### config.mk
export PLATFORM = sky130hd
export DESIGN_NAME = integer_partition_generator
export DESIGN_NICKNAME = d
export VERILOG_FILES = /design/src/hdl/ipg_pkg.sv /design/src/hdl/integer_partition_generator.sv /design/src/hdl/ipg_ram.sv /design/src/hdl/ipg_front.sv /design/src/hdl/ipg_cmd_fifo.sv /design/src/hdl/ipg_back.sv
export SDC_FILE = /design/constraint.sdc
export NUM_CORES = 1
export LEC_CHECK = 0
export BUFFER_PORTS_ARGS = -buffer_cell sky130_fd_sc_hd__buf_4
export CAP_MARGIN = 20
export CORE_UTILIZATION = 50
export DETAILED_ROUTE_END_ITERATION = 8
export HOLD_SLACK_MARGIN = 0.1
export PLACE_DENSITY = 0.64
export SYNTH_ARGS = -nofsm -noshare
export SYNTH_HDL_FRONTEND = slang
export SYNTH_HIERARCHICAL = 1
export SYNTH_SLANG_ARGS = --single-unit
export TNS_END_PERCENT = 5
### constraint.sdc
create_clock -name clk_i -period 9.7 [get_ports clk_i]
set_clock_uncertainty 0.05 [all_clocks]
set_input_delay 1.94 -clock clk_i [delete_from_list [all_inputs] [get_ports clk_i]]
set_output_delay 1.94 -clock clk_i [all_outputs]
set_load 0.01 [all_outputs]
### src/hdl/ipg_pkg.sv
// ----------------------------------------------------------------------------
// Integer partition generator package
// Shared widths, command codes, the command beat type and the engine states.
// ----------------------------------------------------------------------------
package ipg_pkg;

  localparam int unsigned MAX_TOTAL = 16;
  localparam int unsigned PART_W    = 5;
  localparam int unsigned IDX_W     = $clog2(MAX_TOTAL);
  localparam int unsigned CNT_W     = $clog2(MAX_TOTAL + 1);

  localparam logic OP_START   = 1'b0;
  localparam logic OP_ADVANCE = 1'b1;

  typedef enum logic [1:0] {
    CMD_START,
    CMD_ADVANCE,
    CMD_EXHAUST
  } cmd_e;

  typedef struct packed {
    cmd_e              op;
    logic [PART_W-1:0] total;
  } cmd_t;

  typedef enum logic [1:0] {
    ST_IDLE,
    ST_FILL,
    ST_SCAN,
    ST_EMIT
  } back_state_e;

endpackage

### src/hdl/integer_partition_generator.sv
// ----------------------------------------------------------------------------
// Integer partition generator
// Enumerates the partitions of a total in lexicographic order, one part per
// result beat.
// ----------------------------------------------------------------------------
// A start command with total n writes n ones into the part store, one per
// cycle, and then streams the n parts. An advance scans the stored parts from
// the end, one read per cycle, writes the grown part and the refilled ones one
// per cycle, and then streams the new partition one part per cycle. Commands
// enter a two-entry queue, and busy is high only while that queue is full.
// Result beats cannot be held off: each stands on the result ports for one
// cycle with result_valid_o high.
module integer_partition_generator (
  input  logic                       clk_i,
  input  logic                       rst_ni,
  input  logic                       start,
  output logic                       busy,
  input  logic                       operation_i,
  input  logic [ipg_pkg::PART_W-1:0] total_i,
  output logic                       result_valid_o,
  output logic [ipg_pkg::PART_W-1:0] part_o,
  output logic                       last_part_o,
  output logic                       exhausted_o
);

  logic          full;
  logic          push;
  logic          pop;
  logic          cmd_valid;
  ipg_pkg::cmd_t cmd_in;
  ipg_pkg::cmd_t cmd_out;

  ipg_front u_front (
    .start_i    (start),
    .operation_i(operation_i),
    .total_i    (total_i),
    .full_i     (full),
    .busy_o     (busy),
    .push_o     (push),
    .cmd_o      (cmd_in)
  );

  ipg_cmd_fifo u_fifo (
    .clk_i  (clk_i),
    .rst_ni (rst_ni),
    .push_i (push),
    .cmd_i  (cmd_in),
    .full_o (full),
    .pop_i  (pop),
    .valid_o(cmd_valid),
    .cmd_o  (cmd_out)
  );

  ipg_back u_back (
    .clk_i         (clk_i),
    .rst_ni        (rst_ni),
    .cmd_valid_i   (cmd_valid),
    .cmd_i         (cmd_out),
    .cmd_pop_o     (pop),
    .result_valid_o(result_valid_o),
    .part_o        (part_o),
    .last_part_o   (last_part_o),
    .exhausted_o   (exhausted_o)
  );

endmodule

### src/hdl/ipg_ram.sv
// ----------------------------------------------------------------------------
// Generic RAM
// One write port and one read port with registered read data.
// ----------------------------------------------------------------------------
module ipg_ram #(
  parameter int unsigned WIDTH = 8,
  parameter int unsigned DEPTH = 16
) (
  input  logic                     clk_i,
  input  logic                     we_i,
  input  logic [$clog2(DEPTH)-1:0] waddr_i,
  input  logic [WIDTH-1:0]         wdata_i,
  input  logic [$clog2(DEPTH)-1:0] raddr_i,
  output logic [WIDTH-1:0]         rdata_o
);

  logic [WIDTH-1:0] mem_q [DEPTH];
  logic [WIDTH-1:0] rdata_q;

  always_ff @(posedge clk_i) begin
    if (we_i) begin
      mem_q[waddr_i] <= wdata_i;
    end
    rdata_q <= mem_q[raddr_i];
  end

  assign rdata_o = rdata_q;

endmodule

### src/hdl/ipg_front.sv
// ----------------------------------------------------------------------------
// Integer partition generator front end
// Accepts command beats, saturates the total and classifies each command.
// ----------------------------------------------------------------------------
module ipg_front (
  input  logic                       start_i,
  input  logic                       operation_i,
  input  logic [ipg_pkg::PART_W-1:0] total_i,
  input  logic                       full_i,
  output logic                       busy_o,
  output logic                       push_o,
  output ipg_pkg::cmd_t              cmd_o
);

  localparam logic [ipg_pkg::PART_W-1:0] TotalMax = ipg_pkg::PART_W'(ipg_pkg::MAX_TOTAL);

  assign busy_o = full_i;
  assign push_o = start_i && !full_i;

  always_comb begin
    cmd_o.total = (total_i > TotalMax) ? TotalMax : total_i;
    if (operation_i == ipg_pkg::OP_ADVANCE) begin
      cmd_o.op = ipg_pkg::CMD_ADVANCE;
    end else if (total_i == '0) begin
      cmd_o.op = ipg_pkg::CMD_EXHAUST;
    end else begin
      cmd_o.op = ipg_pkg::CMD_START;
    end
  end

endmodule

### src/hdl/ipg_cmd_fifo.sv
// ----------------------------------------------------------------------------
// Integer partition generator command queue
// Two-entry queue that decouples the front end from the engine.
// ----------------------------------------------------------------------------
module ipg_cmd_fifo (
  input  logic          clk_i,
  input  logic          rst_ni,
  input  logic          push_i,
  input  ipg_pkg::cmd_t cmd_i,
  output logic          full_o,
  input  logic          pop_i,
  output logic          valid_o,
  output ipg_pkg::cmd_t cmd_o
);

  ipg_pkg::cmd_t entry_q [2];
  logic          wptr_q, wptr_d;
  logic          rptr_q, rptr_d;
  logic [1:0]    count_q, count_d;
  logic          do_push, do_pop;

  assign do_push = push_i && (count_q != 2'd2);
  assign do_pop  = pop_i && (count_q != 2'd0);
  assign full_o  = (count_q == 2'd2);
  assign valid_o = (count_q != 2'd0);
  assign cmd_o   = entry_q[rptr_q];

  always_comb begin
    wptr_d  = do_push ? !wptr_q : wptr_q;
    rptr_d  = do_pop ? !rptr_q : rptr_q;
    count_d = count_q + {1'b0, do_push} - {1'b0, do_pop};
  end

  always_ff @(posedge clk_i or negedge rst_ni) begin
    if (!rst_ni) begin
      wptr_q  <= 1'b0;
      rptr_q  <= 1'b0;
      count_q <= 2'd0;
    end else begin
      wptr_q  <= wptr_d;
      rptr_q  <= rptr_d;
      count_q <= count_d;
    end
  end

  always_ff @(posedge clk_i) begin
    if (do_push) begin
      entry_q[wptr_q] <= cmd_i;
    end
  end

endmodule

### src/hdl/ipg_back.sv
// ----------------------------------------------------------------------------
// Integer partition generator engine
// Holds the current partition, steps it to its successor and streams parts.
// ----------------------------------------------------------------------------
module ipg_back (
  input  logic                       clk_i,
  input  logic                       rst_ni,
  input  logic                       cmd_valid_i,
  input  ipg_pkg::cmd_t              cmd_i,
  output logic                       cmd_pop_o,
  output logic                       result_valid_o,
  output logic [ipg_pkg::PART_W-1:0] part_o,
  output logic                       last_part_o,
  output logic                       exhausted_o
);

  localparam int unsigned IW = ipg_pkg::IDX_W;
  localparam int unsigned CW = ipg_pkg::CNT_W;
  localparam int unsigned PW = ipg_pkg::PART_W;

  ipg_pkg::back_state_e state_q, state_d;

  logic [CW-1:0] pc_q, pc_d;
  logic          active_q, active_d;
  logic [IW-1:0] ra_q, ra_d;
  logic [IW-1:0] rj_q, rj_d;
  logic          rv_q, rv_d;
  logic [PW-1:0] cand_q, cand_d;
  logic [CW-1:0] suf_q, suf_d;
  logic [CW-1:0] wa_q, wa_d;
  logic [CW-1:0] end_q, end_d;
  logic [CW-1:0] ek_q, ek_d;
  logic          pv_q, pv_d;
  logic          plast_q, plast_d;
  logic          pexh_q, pexh_d;
  logic          out_v_q;
  logic [PW-1:0] out_part_q;
  logic          out_last_q;
  logic          out_exh_q;

  logic          ram_we;
  logic [IW-1:0] ram_waddr;
  logic [PW-1:0] ram_wdata;
  logic [IW-1:0] ram_raddr;
  logic [PW-1:0] ram_rdata;

  logic          arrive;
  logic [CW-1:0] jx;
  logic          first_arr;
  logic          has_cand;
  logic          hit_hi;
  logic          hit_lo;
  logic          found;
  logic [IW-1:0] found_idx;
  logic [PW-1:0] found_val;
  logic [CW-1:0] found_suf;
  logic [CW-1:0] suf_acc;
  logic          adv_ok;

  ipg_ram #(
    .WIDTH(PW),
    .DEPTH(ipg_pkg::MAX_TOTAL)
  ) u_store (
    .clk_i  (clk_i),
    .we_i   (ram_we),
    .waddr_i(ram_waddr),
    .wdata_i(ram_wdata),
    .raddr_i(ram_raddr),
    .rdata_o(ram_rdata)
  );

  // Scan runs from the last part downward; a hit is the rightmost non-final
  // part that is smaller than its left neighbor, or the first part.
  always_comb begin
    arrive    = (state_q == ipg_pkg::ST_SCAN) && rv_q;
    jx        = {{(CW-IW){1'b0}}, rj_q};
    first_arr = ((jx + CW'(1)) == pc_q);
    has_cand  = ((jx + CW'(3)) <= pc_q);
    suf_acc   = suf_q + (has_cand ? CW'(cand_q) : '0);
    hit_hi    = arrive && !first_arr && has_cand && (cand_q < ram_rdata);
    hit_lo    = arrive && !first_arr && !hit_hi && (rj_q == '0);
    found     = hit_hi || hit_lo;
    found_idx = hit_hi ? (rj_q + IW'(1)) : '0;
    found_val = hit_hi ? cand_q : ram_rdata;
    found_suf = hit_hi ? suf_q : suf_acc;
    adv_ok    = active_q && (pc_q >= CW'(2));
  end

  always_comb begin
    state_d = state_q;
    unique case (state_q)
      ipg_pkg::ST_IDLE: begin
        if (cmd_valid_i) begin
          if (cmd_i.op == ipg_pkg::CMD_START) begin
            state_d = ipg_pkg::ST_FILL;
          end else if (cmd_i.op == ipg_pkg::CMD_ADVANCE && adv_ok) begin
            state_d = ipg_pkg::ST_SCAN;
          end
        end
      end
      ipg_pkg::ST_FILL: begin
        if (wa_q >= end_q) begin
          state_d = ipg_pkg::ST_EMIT;
        end
      end
      ipg_pkg::ST_SCAN: begin
        if (found) begin
          state_d = ipg_pkg::ST_FILL;
        end
      end
      ipg_pkg::ST_EMIT: begin
        if ((ek_q + CW'(1)) >= pc_q) begin
          state_d = ipg_pkg::ST_IDLE;
        end
      end
      default: state_d = ipg_pkg::ST_IDLE;
    endcase
  end

  always_comb begin
    pc_d      = pc_q;
    active_d  = active_q;
    ra_d      = ra_q;
    rj_d      = rj_q;
    rv_d      = 1'b0;
    cand_d    = cand_q;
    suf_d     = suf_q;
    wa_d      = wa_q;
    end_d     = end_q;
    ek_d      = ek_q;
    pv_d      = 1'b0;
    plast_d   = 1'b0;
    pexh_d    = 1'b0;
    cmd_pop_o = 1'b0;
    ram_we    = 1'b0;
    ram_waddr = wa_q[IW-1:0];
    ram_wdata = PW'(1);
    ram_raddr = ra_q;
    unique case (state_q)
      ipg_pkg::ST_IDLE: begin
        if (cmd_valid_i) begin
          cmd_pop_o = 1'b1;
          unique case (cmd_i.op)
            ipg_pkg::CMD_START: begin
              active_d = 1'b1;
              wa_d     = '0;
              end_d    = CW'(cmd_i.total);
            end
            ipg_pkg::CMD_ADVANCE: begin
              if (adv_ok) begin
                ra_d = IW'(pc_q - CW'(1));
              end else begin
                active_d = 1'b0;
                pv_d     = 1'b1;
                plast_d  = 1'b1;
                pexh_d   = 1'b1;
              end
            end
            default: begin
              active_d = 1'b0;
              pc_d     = '0;
              pv_d     = 1'b1;
              plast_d  = 1'b1;
              pexh_d   = 1'b1;
            end
          endcase
        end
      end
      ipg_pkg::ST_FILL: begin
        if (wa_q < end_q) begin
          ram_we = 1'b1;
          wa_d   = wa_q + CW'(1);
        end else begin
          pc_d = end_q;
          ek_d = '0;
        end
      end
      ipg_pkg::ST_SCAN: begin
        rv_d = 1'b1;
        rj_d = ra_q;
        if (ra_q != '0) begin
          ra_d = ra_q - IW'(1);
        end
        if (arrive) begin
          if (first_arr) begin
            suf_d = CW'(ram_rdata);
          end else begin
            suf_d  = suf_acc;
            cand_d = ram_rdata;
          end
        end
        if (found) begin
          ram_we    = 1'b1;
          ram_waddr = found_idx;
          ram_wdata = found_val + PW'(1);
          wa_d      = CW'(found_idx) + CW'(1);
          end_d     = CW'(found_idx) + found_suf;
        end
      end
      ipg_pkg::ST_EMIT: begin
        ram_raddr = ek_q[IW-1:0];
        pv_d      = 1'b1;
        plast_d   = ((ek_q + CW'(1)) == pc_q);
        ek_d      = ek_q + CW'(1);
      end
      default: begin
      end
    endcase
  end

  always_ff @(posedge clk_i or negedge rst_ni) begin
    if (!rst_ni) begin
      state_q  <= ipg_pkg::ST_IDLE;
      pc_q     <= '0;
      active_q <= 1'b0;
      rv_q     <= 1'b0;
      pv_q     <= 1'b0;
      out_v_q  <= 1'b0;
    end else begin
      state_q  <= state_d;
      pc_q     <= pc_d;
      active_q <= active_d;
      rv_q     <= rv_d;
      pv_q     <= pv_d;
      out_v_q  <= pv_q;
    end
  end

  always_ff @(posedge clk_i) begin
    ra_q       <= ra_d;
    rj_q       <= rj_d;
    cand_q     <= cand_d;
    suf_q      <= suf_d;
    wa_q       <= wa_d;
    end_q      <= end_d;
    ek_q       <= ek_d;
    plast_q    <= plast_d;
    pexh_q     <= pexh_d;
    out_part_q <= pexh_q ? '0 : ram_rdata;
    out_last_q <= plast_q;
    out_exh_q  <= pexh_q;
  end

  assign result_valid_o = out_v_q;
  assign part_o         = out_part_q;
  assign last_part_o    = out_last_q;
  assign exhausted_o    = out_exh_q;

`ifndef SYNTHESIS
  a_exh_shape: assert property (@(posedge clk_i) disable iff (!rst_ni)
    out_v_q && out_exh_q |-> out_last_q && (out_part_q == '0))
    else $error("exhausted beat must be a zero final part");

  a_part_positive: assert property (@(posedge clk_i) disable iff (!rst_ni)
    out_v_q && !out_exh_q |-> (out_part_q != '0))
    else $error("emitted part is zero");

  a_scan_loaded: assert property (@(posedge clk_i) disable iff (!rst_ni)
    state_q == ipg_pkg::ST_SCAN |-> active_q && (pc_q >= CW'(2)))
    else $error("scan without a loaded partition of two or more parts");

  a_emit_range: assert property (@(posedge clk_i) disable iff (!rst_ni)
    state_q == ipg_pkg::ST_EMIT |-> (ek_q < pc_q))
    else $error("emit index past part count");

  a_fill_range: assert property (@(posedge clk_i) disable iff (!rst_ni)
    state_q == ipg_pkg::ST_FILL |->
      (wa_q <= end_q) && (end_q <= CW'(ipg_pkg::MAX_TOTAL)))
    else $error("refill range out of bounds");
`endif

endmodule

# Yosys cells after proc, flatten, opt, wreduce, memory -nomap -nowiden
# Memories as Yosys holds them, arrays and structs flattened. A register that Yosys moved wholly into a read port is not among the register bits.
# Cells that the tools add are included.
[totals] register_bits=57 mem_bits_rw=94 in_bits=9 output_inout_bits=9 elab_cells=159 mem_count=2
[mem_list] memory="u_back.u_store.mem_q" depth=16 width=5 rd=1 rd_clocked_by_memory_dff=1 wr=1 line="ipg_ram.sv:17" rtl="logic [WIDTH-1:0] mem_q [DEPTH];"
[mem_list] memory="u_fifo.entry_q" depth=2 width=7 rd=1 rd_clocked_by_memory_dff=0 wr=1 line="ipg_cmd_fifo.sv:16" rtl="ipg_pkg::cmd_t entry_q [2];"
[classes] add_sub_neg=13 order_cmp=7 eq_ne=21 n_mux=57 bitwise=1 n_reduce_logical=37
[ops] operator="5-bit two-way mux" n=18
[ops] operator="4-bit two-way mux" n=8
[ops] operator="5-bit case mux with 2 select lines" n=3
[ops] operator="2-bit two-way mux" n=8
[ops] operator="5-bit by 1-bit adder with 5-bit output, second input constant" n=3
[ops] operator="5-bit case mux with 3 select lines" n=1
[ops] operator="5-bit AND reduction" n=3
[ops] operator="2-bit by 1-bit != test with 1-bit output, second input constant" n=7
[ops] operator="1-bit two-way mux" n=12
[ops] operator="2-bit != test, second input constant" n=6
[ops] operator="1-bit logical AND" n=11
[ops] operator="4-bit by 1-bit adder with 5-bit output, second input constant" n=2
[ops] operator="5-bit == test" n=2
[ops] operator="5-bit >= comparator" n=2
[ops] operator="5-bit < comparator" n=2
[ops] operator="1-bit case mux with 2 select lines" n=5
[ops] operator="2-bit case mux with 4 select lines" n=1
[ops] operator="4-bit case mux with 2 select lines" n=1
[ops] operator="4-bit AND reduction" n=2
[ops] operator="2-bit nonzero test" n=4
[ops] operator="4-bit by 1-bit subtractor with 4-bit output, second input constant" n=2
[ops] operator="2-bit == test, second input constant" n=3
[ops] operator="3-bit AND reduction" n=2
[ops] operator="4-bit by 2-bit adder with 5-bit output, second input constant" n=1
[ops] operator="20 further kinds" n=27

# Logic depth before layout (Yosys ltp)
# Gate-level depths: netlist of run 1.
[depth] word_depth=14 mapped_depth=19 mapped_depth_nobuf=19

# Cells and area by module
# Netlist of run 1, hierarchy kept.
[modules_own_cells] mod="ipg_back" instances=1 cells_per_inst=354 area_each_um2=3608.5 seq_area_each_um2=1446.4
[modules_own_cells] mod="ipg_ram" instances=1 cells_per_inst=155 area_each_um2=3213.1 seq_area_each_um2=2502.4
[modules_own_cells] mod="ipg_cmd_fifo" instances=1 cells_per_inst=40 area_each_um2=709.4 seq_area_each_um2=520.5
[modules_own_cells] mod="ipg_front" instances=1 cells_per_inst=10 area_each_um2=83.8 seq_area_each_um2=0.0

# Least setup slack after synthesis of run 1
# No wires, ideal clock.
[synth_path] path_kind="reg2reg" from="reg u_back.rj_q[0]" to="mem u_back/u_store/mem_q[0][4] (netlist bit), data pin" setup_time_ns=0.340 arrival_time_ns=3.694 t_required_ns=9.310 path_slack_ns=5.615 path_stages_with_launch=17 path_buffers=1 period_less_slack_ns=4.085 path_cell_list="edfxtp_1 -> inv_1 -> ha_1 -> nor2_1 -> ha_1 -> and3_1 -> a211oi_1 -> a32o_1 -> and4b_4 -> clkbuf_1 -> nand2_1 -> o21ai_0 -> ha_1 -> nand3_1 -> xnor2_1 -> nor2_1 -> a211oi_1"
[synth_between] elab_chain_cells=12 word_cells_on_any_way=17 classes_between="add/sub: 3; order compare: 1; eq/ne: 1; mux: 3; reduce/logical: 9"
[synth_lines] item="start, declared" line="ipg_back.sv:26" rtl="logic [IW-1:0] rj_q, rj_d;"
[synth_lines] item="start signal, assigned" line="ipg_back.sv:231" rtl="rj_q <= rj_d;"
[synth_lines] item="parallel branches: the longest is 10 deep, another holds 4-bit by 2-bit adder with 5-bit output"
[synth_lines] item="5-bit two-way mux (*)" line="ipg_back.sv:192" rtl="if (found) begin"
[synth_lines] item="5-bit two-way mux (*)" line="ipg_back.sv:139" rtl="unique case (state_q)"
[synth_lines] item="via u_back.ram_wdata[4]" line="ipg_back.sv:43" rtl="logic [PW-1:0] ram_wdata;"
[synth_lines] item="end, declared" line="ipg_ram.sv:17"
# Mark *: on every way through the listed nets, which the timed path passes.

# Final worst setup path of run 1
[layout_path] from="reg u_back.rj_q[0]" to="mem u_back/u_store/mem_q[0][4] (netlist bit) (enable)"
[layout_between] elab_chain_cells=14 word_cells_on_any_way=21 classes_between="add/sub: 3; order compare: 1; eq/ne: 1; mux: 7; reduce/logical: 9"
[layout_lines] item="parallel branches: the longest is 9 deep, another holds 4-bit by 2-bit adder with 5-bit output"
[layout_lines] item="1-bit logical OR (*)" line="ipg_back.sv:82" rtl="found = hit_hi || hit_lo;"
[layout_lines] item="1-bit two-way mux (*)" line="ipg_back.sv:192"
[layout_lines] item="1-bit case mux with 2 select lines (*)" line="ipg_back.sv:139"
[layout_lines] item="via u_back.ram_we" line="ipg_back.sv:41" rtl="logic ram_we;"
[layout_lines] item="1-bit two-way mux (*)" line="ipg_ram.sv:21" rtl="if (we_i) begin"
[layout_lines] item="1-bit two-way mux (not written as such) (*)" line="ipg_ram.sv:22" rtl="mem_q[waddr_i] <= wdata_i;"
# Marked as above.

==> impl_metrics.toml, run 1 <==
[route]
via_count = 4453
drt_iter0_markers = 314
final_antenna_net_count = 0
vias_per_cell = 5.73
drt-total-wl_um = 15000
detail_route.first_pass.iterations = 7
wire_per_inst_um = 19.2
drc = 0

[timing]
rsz0062_at_grt = "false"
post-route-period-util_pct = 46.0
slew_violations = 0
finalHoldViolCount = 0
setup_viol = 0
timing.slew.headroom_pct = 32.6
tightest_slew_ps = 1010
clock.fmax_mhz = 224
setup_tns_ps = 0
period_needed_ps = 4460

[cts]
cts_resized = 0
cts.path.max_buffers = 2
cts_tree = "built"
cts.sinks = 156
hold_buffers = 0
cts_setup_buffers = 0
clkSlewWorstSetupHoldPaths_ps = 60
cts_root_buf = "clkbuf_16"
clk_latency_ps = 420
numCtsBuffers = 17
htreeDepth = 4

[logic_synthesis]
seq_area_frac_synth_pct = 58.7
async_reset_ff_share_pct = 9.62
yosys.area.top_type = "edfxtp_1"
synth.area.top_cells = "edfxtp_1 (50%), ha_1 (6.7%), mux4_2 (5.9%)"
syn_area_um2 = 7610
synth_top_area_share_pct = 50.1
muxShareOfSynthArea_pct = 9.60
synthXorXnorAreaFrac_pct = 3.17
synth_fa_ha_area_share_pct = 7.26
syn-num-nets = 611
avgSynthCellArea_um2 = 13.6
synth_edf_count = 127
synth_ff_type = "edfxtp_1"
netlist-cell-type-count = 65
synth-seq-cells = 156
yosysWarnings = 6
synthSimpleGateAreaFrac_pct = 10.9
synth_cells = 559
synth_top_family_by_area = "simple AND/OR/NAND/NOR gates"
synth-compound-area-share_pct = 6.90

[flow_run]
cap_violations = 0

[setup_path]
crit_type = "reg2reg"
cp_cell_sequence = "inv_1 > ha_1 > inv_1 > ha_1 > nor2b_1 > o21ai_0 > a32o_1 > nand3b_1 > a21o_1 > a21boi_0 > or3b_2 > nor3_1"
r2r-start = "u_back/rj_q[0]"
slowest_delay_ps = 620
critPathRequiredTime_ps = 9700
start_kind = "flop"
endpoint_kind = "flop"
cp-startpoint = "u_back/rj_q[0]"
crit_path_top_delay_cell = "nor3_1"
crit_fanout = 13
critical_path_arrival_ps = 4460

[global_routing]
antenna_found_initial = 0
grt_first_pass_wirelength_um = 24300
gr-total-overflow = 0
grt_use_total_pct = 20.8
grt_pass1_vias = 4502
grt_max_degree = 25

[power_and_ir_drop]
p_leak_nw = 3.21
vdd_drop_max_mv = 0.201
power_density_nw_per_um2 = 355

[placement]
finalWeightedCongestion = 0.841
portBuffers = 17
placed_cells = 745
hpwlAfterDp_um = 10700

[floorplan]
initial_core_util_pct = 51.8
die_h_um = 125
die-width_um = 125
core_um2 = 14700
design.die.area_um2 = 15700
rows = 44
io_pins = 18

[final_layout]
nets = 632
ff_latch_area_um2 = 4470
layout_common_cells = "edfxtp_1 (127), nand2_1 (41), ha_1 (41)"
drive_above_1_share_pct = 17.5
layout_commonest_cell = "edfxtp_1"
syn_to_final_growth_pct = 10.7
antennaDiodeCount = 0
stdcell_count = 777
multi_input_area_um2 = 2880
num-fill-cells = 1167

[hold_path]
hold_class = "reg2reg"
min_from = "u_back/plast_q"

[outcome]
status = "complete, no violations"
==> cell type report <==
type | count | area share, %
Timing Repair Buffer | 20 | 1.78
Clock buffer | 19 | 5.14
Clock inverter | 13 | 1.29
Multi-Input combinational cell | 345 | 34.2
Tap cell | 184 | 2.73
Sequential cell | 156 | 53.0
Inverter | 40 | 1.81
==> power by group <==
part           internal [mW]  leakage, nW  switching, mW
combinational          0.581         1.50          0.762
sequential             0.933         1.46          0.112
clock                  0.333        0.257          0.272
==> sequential cells by signal (all words and copies together) (netlist names), 5 cells and up <==
register and count:
u_back/pc_q 5, u_back/wa_q 5, u_back/suf_q 5, u_fifo/entry_q 14, u_back/part_o 5, u_back/end_q 5
u_back/u_store/rdata_o 5, u_back/u_store/mem_q 80, u_back/cand_q 5, u_back/ek_q 5
==> layer usage <==
metal	up-vias	wire length [um]	part of all wire [%]	track usage, %
li1	2113	-	-	-
met1	2209	7130	48	28.9
met2	112	6860	46	32.0
met3	19	663	4.4	4.41
met4	0	300	2.0	8.90
met5	-	0	0	0
==> Yosys cell counts (all sizes together), types with 6 or more instances <==
library cell and number:
edfxtp 127, nand2 42, ha 41, inv 39
nor2 37, nand3 22, mux4 20, xnor2 17
mux2 16, dfrtp 15, a21oi 14, dfxtp 14
o21ai 12, a21o 10, and2 10, buf 10
mux2i 10, nand2b 10, xor2 8, a22oi 7
clkbuf 7, nor2b 6, nor3 6
==> kinds of logic after synthesis <==
group	Yosys count
multiplexers	46
adder cells (fa/ha/maj)	43
AO/OA/AOI/OAI	73
flip-flops	156
AND/OR/NAND/NOR	157
buffers and inverters	58
XOR/XNOR	26
==> worst max-delay path: cells and delay by family, from the launching register on <==
kind,cells,cell delay [ps]
AOI/OAI and AO/OA,4,1280
adders and majority gates,2,690
and+or+nand+nor,4,1440
DFF,1,430
buffers and inverters,2,200
==> final timing paths <==
path,slack [ps],end,cells past startpoint
max reg2reg,5240,u_back/u_store/mem_q[0][4],12
min reg2reg,290,u_back/last_part_o,0
max,5240,u_back/u_store/mem_q[0][4],12
max in group asynchronous,8110,u_back/active_q,1
min in group asynchronous,1310,u_fifo/count_q[0],1
min,290,u_back/last_part_o,0
==> metrics by stage <==
stage                     utilization, %  hold slack [ps]  area, um^2  setup slack [ps]  total power [mW]
after floorplan                        -              260        7610              5620              2.05
after global placement              53.7              261        7890              5470              2.36
after detailed placement            53.7              277        7890              5250              2.40
after CTS                           57.3              291        8430              5210              3.01
after global routing                57.3              293        8430              4830              3.21
final                               57.3              289        8430              5240              2.99
No activity file was read; power rests on OpenSTA's default activity.
==> run 2: changes to the inputs <==
--- a/config.mk
+++ b/config.mk
@@ -5,12 +5,13 @@
 export SDC_FILE = /design/constraint.sdc
 export NUM_CORES = 1
 export LEC_CHECK = 0
+export ABC_AREA = 1
 export BUFFER_PORTS_ARGS = -buffer_cell sky130_fd_sc_hd__buf_4
 export CAP_MARGIN = 20
 export CORE_UTILIZATION = 50
 export DETAILED_ROUTE_END_ITERATION = 8
 export HOLD_SLACK_MARGIN = 0.1
-export PLACE_DENSITY = 0.64
+export PLACE_DENSITY = 0.66
 export SYNTH_ARGS = -nofsm -noshare
 export SYNTH_HDL_FRONTEND = slang
 export SYNTH_HIERARCHICAL = 1
==> constraint.sdc (replaced) <==
create_clock -name clk_i -period 3.94 [get_ports clk_i]
set_clock_uncertainty 0.05 [all_clocks]
set_input_delay 0.788 -clock clk_i [delete_from_list [all_inputs] [get_ports clk_i]]
set_output_delay 0.788 -clock clk_i [all_outputs]
set_load 0.01 [all_outputs]
==> run 2 against run 1 <==
Sequential power rose by 140%; largest power group unchanged; global-route usage up 1.2 points; via count up 31%.
==> impl_metrics.toml, run 2 <==
[logic_synthesis]
avgSynthCellArea_um2 = 9.24
synth_edf_count = 127
synth.area.top_cells = "edfxtp_1 (46%), nand2_1 (10%), ha_1 (6.2%)"
netlist-cell-type-count = 43
yosys-top-cells-count = "nand2_1 (227), edfxtp_1 (127), inv_1 (125)"
synth_cells = 891
synthSimpleGateAreaFrac_pct = 23.3
yosys.area.top_type = "edfxtp_1"
syn_area_um2 = 8230
async_reset_ff_share_pct = 9.62
synth_fa_ha_area_share_pct = 6.72
muxShareOfSynthArea_pct = 0
seq_area_frac_synth_pct = 54.3
yosysWarnings = 6
synth_ff_type = "edfxtp_1"
syn-num-nets = 943
synth_top_family_by_area = "simple AND/OR/NAND/NOR gates"
synth_most_common_cell = "nand2_1"
synth_top_area_share_pct = 46.3
synth-seq-cells = 156
synth-compound-area-share_pct = 4.27
synthXorXnorAreaFrac_pct = 1.49

[timing]
finalHoldViolCount = 0
fin_worst_hold_slack_ps = 172
post-route-period-util_pct = 96.5
setup_tns_ps = 0
slew_violations = 0
clock.fmax_mhz = 263
rsz0062_at_grt = "true"
tightest_slew_ps = 798
fin_ws_ps = 140
setup_viol = 0
period_needed_ps = 3800
timing.slew.headroom_pct = 46.2

[floorplan]
die_h_um = 130
initial_core_util_pct = 51.4
die-width_um = 130
core_um2 = 16000
io_pins = 18
design.die.area_um2 = 17000
rows = 46

[placement]
place_area_um2 = 8570
placed_cells = 1117
finalWeightedCongestion = 0.856
dp_slack_ps = 105
hpwlAfterDp_um = 12000
portBuffers = 17

[hold_path]
hold_class = "in2async"

[global_routing]
grt_first_pass_wirelength_um = 27700
gr-total-overflow = 0
grt_use_total_pct = 22.0
antenna_found_initial = 0
grt_pass1_vias = 5631
grt_max_degree = 41

[final_layout]
largest-register = "u_back/u_store/mem_q"
largest_reg_flops = 80
layout_commonest_cell = "nand2_1"
utilization_pct = 57.6
stdcell_count = 1152
finish.instance_area_um2 = 9220
drive_above_1_share_pct = 16.2
layout_common_cells = "nand2_1 (226), edfxtp_1 (127), inv_1 (124)"
antennaDiodeCount = 0
reg.largest.list = "u_back/u_store/mem_q: 80 flops, u_fifo/entry_q: 14 flops"
syn_to_final_growth_pct = 12.1
nets = 975

[setup_path]
path_buf_inv = 5
slowest_delay_ps = 500
endpoint_kind = "flop"
critPathTopFamily = "adder cells"
critPathRequiredTime_ps = 4180
start_kind = "flop"
cp_cell_sequence = "inv_2 > ha_1 > xnor2_1 > ha_1 > nand2_1 > inv_1 > o21ai_1 > nand3_1 > nand2_1 > inv_1 > nor2_1 > ha_1 > inv_1 > fa_1 > o21ai_0 > fa_1 > a31oi_2 > inv_1 > o211ai_1 > nand3_1 > nand2_1"
crit_path_top_delay_cell = "fa_1"
crit_type = "reg2reg"
crit_fanout = 3
critical_path_arrival_ps = 4040
cp_common_cell = "inv_1"

[cts]
cts_tree = "built"
cts.path.max_buffers = 2
hold_buffers = 0
cts.sinks = 156
clk_latency_ps = 420
cts_root_buf = "clkbuf_16"
clkSlewWorstSetupHoldPaths_ps = 60
numCtsBuffers = 17
htreeDepth = 4

[route]
drc = 0
drt_iter0_markers = 442
via_count = 5817
final_antenna_net_count = 0
vias_per_cell = 5.05
detail_route.first_pass.iterations = 5
drt-total-wl_um = 17000
wire_per_inst_um = 14.8

[power_and_ir_drop]
p_total_mw = 7.55
p_leak_nw = 4.25
power_density_nw_per_um2 = 819
vdd_drop_max_mv = 0.458

[outcome]
status = "complete, no violations"

[flow_run]
cap_violations = 0
## run 2: changes by cell type after synthesis, moves of 16 or more
| cell | change |
|---|---|
| mux4_2 | -20 |
| inv_1 | +87 |
| inv_2 | +32 |
| nand3_1 | +64 |
| nor2_1 | +24 |
| nand2_2 | +30 |
| mux2_2 | -16 |
| nand2_1 | +186 |
## run 2: final timing paths
path,cells after the start,end,from,slack [ps]
worst max-delay path,21,u_back/end_q[4],u_back/rj_q[0],140
worst min-delay path,1,u_fifo/wptr_q,rst_ni,170
worst max register to register,21,u_back/end_q[4],u_back/rj_q[0],140
worst min register to register,0,u_back/last_part_o,u_back/plast_q,280
max in group asynchronous,1,u_back/state_q[1],rst_ni,3470
min in group clk_i,0,u_back/last_part_o,u_back/plast_q,280
## run 2: cell families (layout without fill, tap and decap cells)
logic type                 Yosys count  after routing
DFF                                156            156
xor gates and xnor gates            14             14
adders and majority gates           43             43
and+or+nand+nor                    431            431
buffers and inverters              185            230
AOI/OAI and AO/OA                   62             62
## run 2: report_power, final
group / total, mW / internal [mW] / switching [mW]
registers: 2.47 / 2.25 / 0.217
clock network: 1.67 / 0.997 / 0.669
logic: 3.42 / 1.20 / 2.22
total: 7.55 / 4.45 / 3.10
## run 2: area by class of cell
cell class | instances | area, um^2
Fill cell | 1434 | 6780
Sequential cell | 156 | 4470
Multi-Input combinational cell | 550 | 2990
Inverter | 160 | 611
Clock buffer | 18 | 429
Timing Repair Buffer | 38 | 289
Tap cell | 216 | 270
Clock inverter | 14 | 169
## run 2: layer usage
metal	global-route usage (%)	vias up	wire length, um
li1	-	2946	-
met1	26.9	2726	7630
met2	38.2	118	8400
met3	3.77	27	596
met4	9.99	0	393
met5	0	-	0
## run 2: repair_timing
action / CTS / global route
buffers inserted: 0 / 2
resized for setup: 0 / 10
endpoints found under the setup margin: 0 / 80
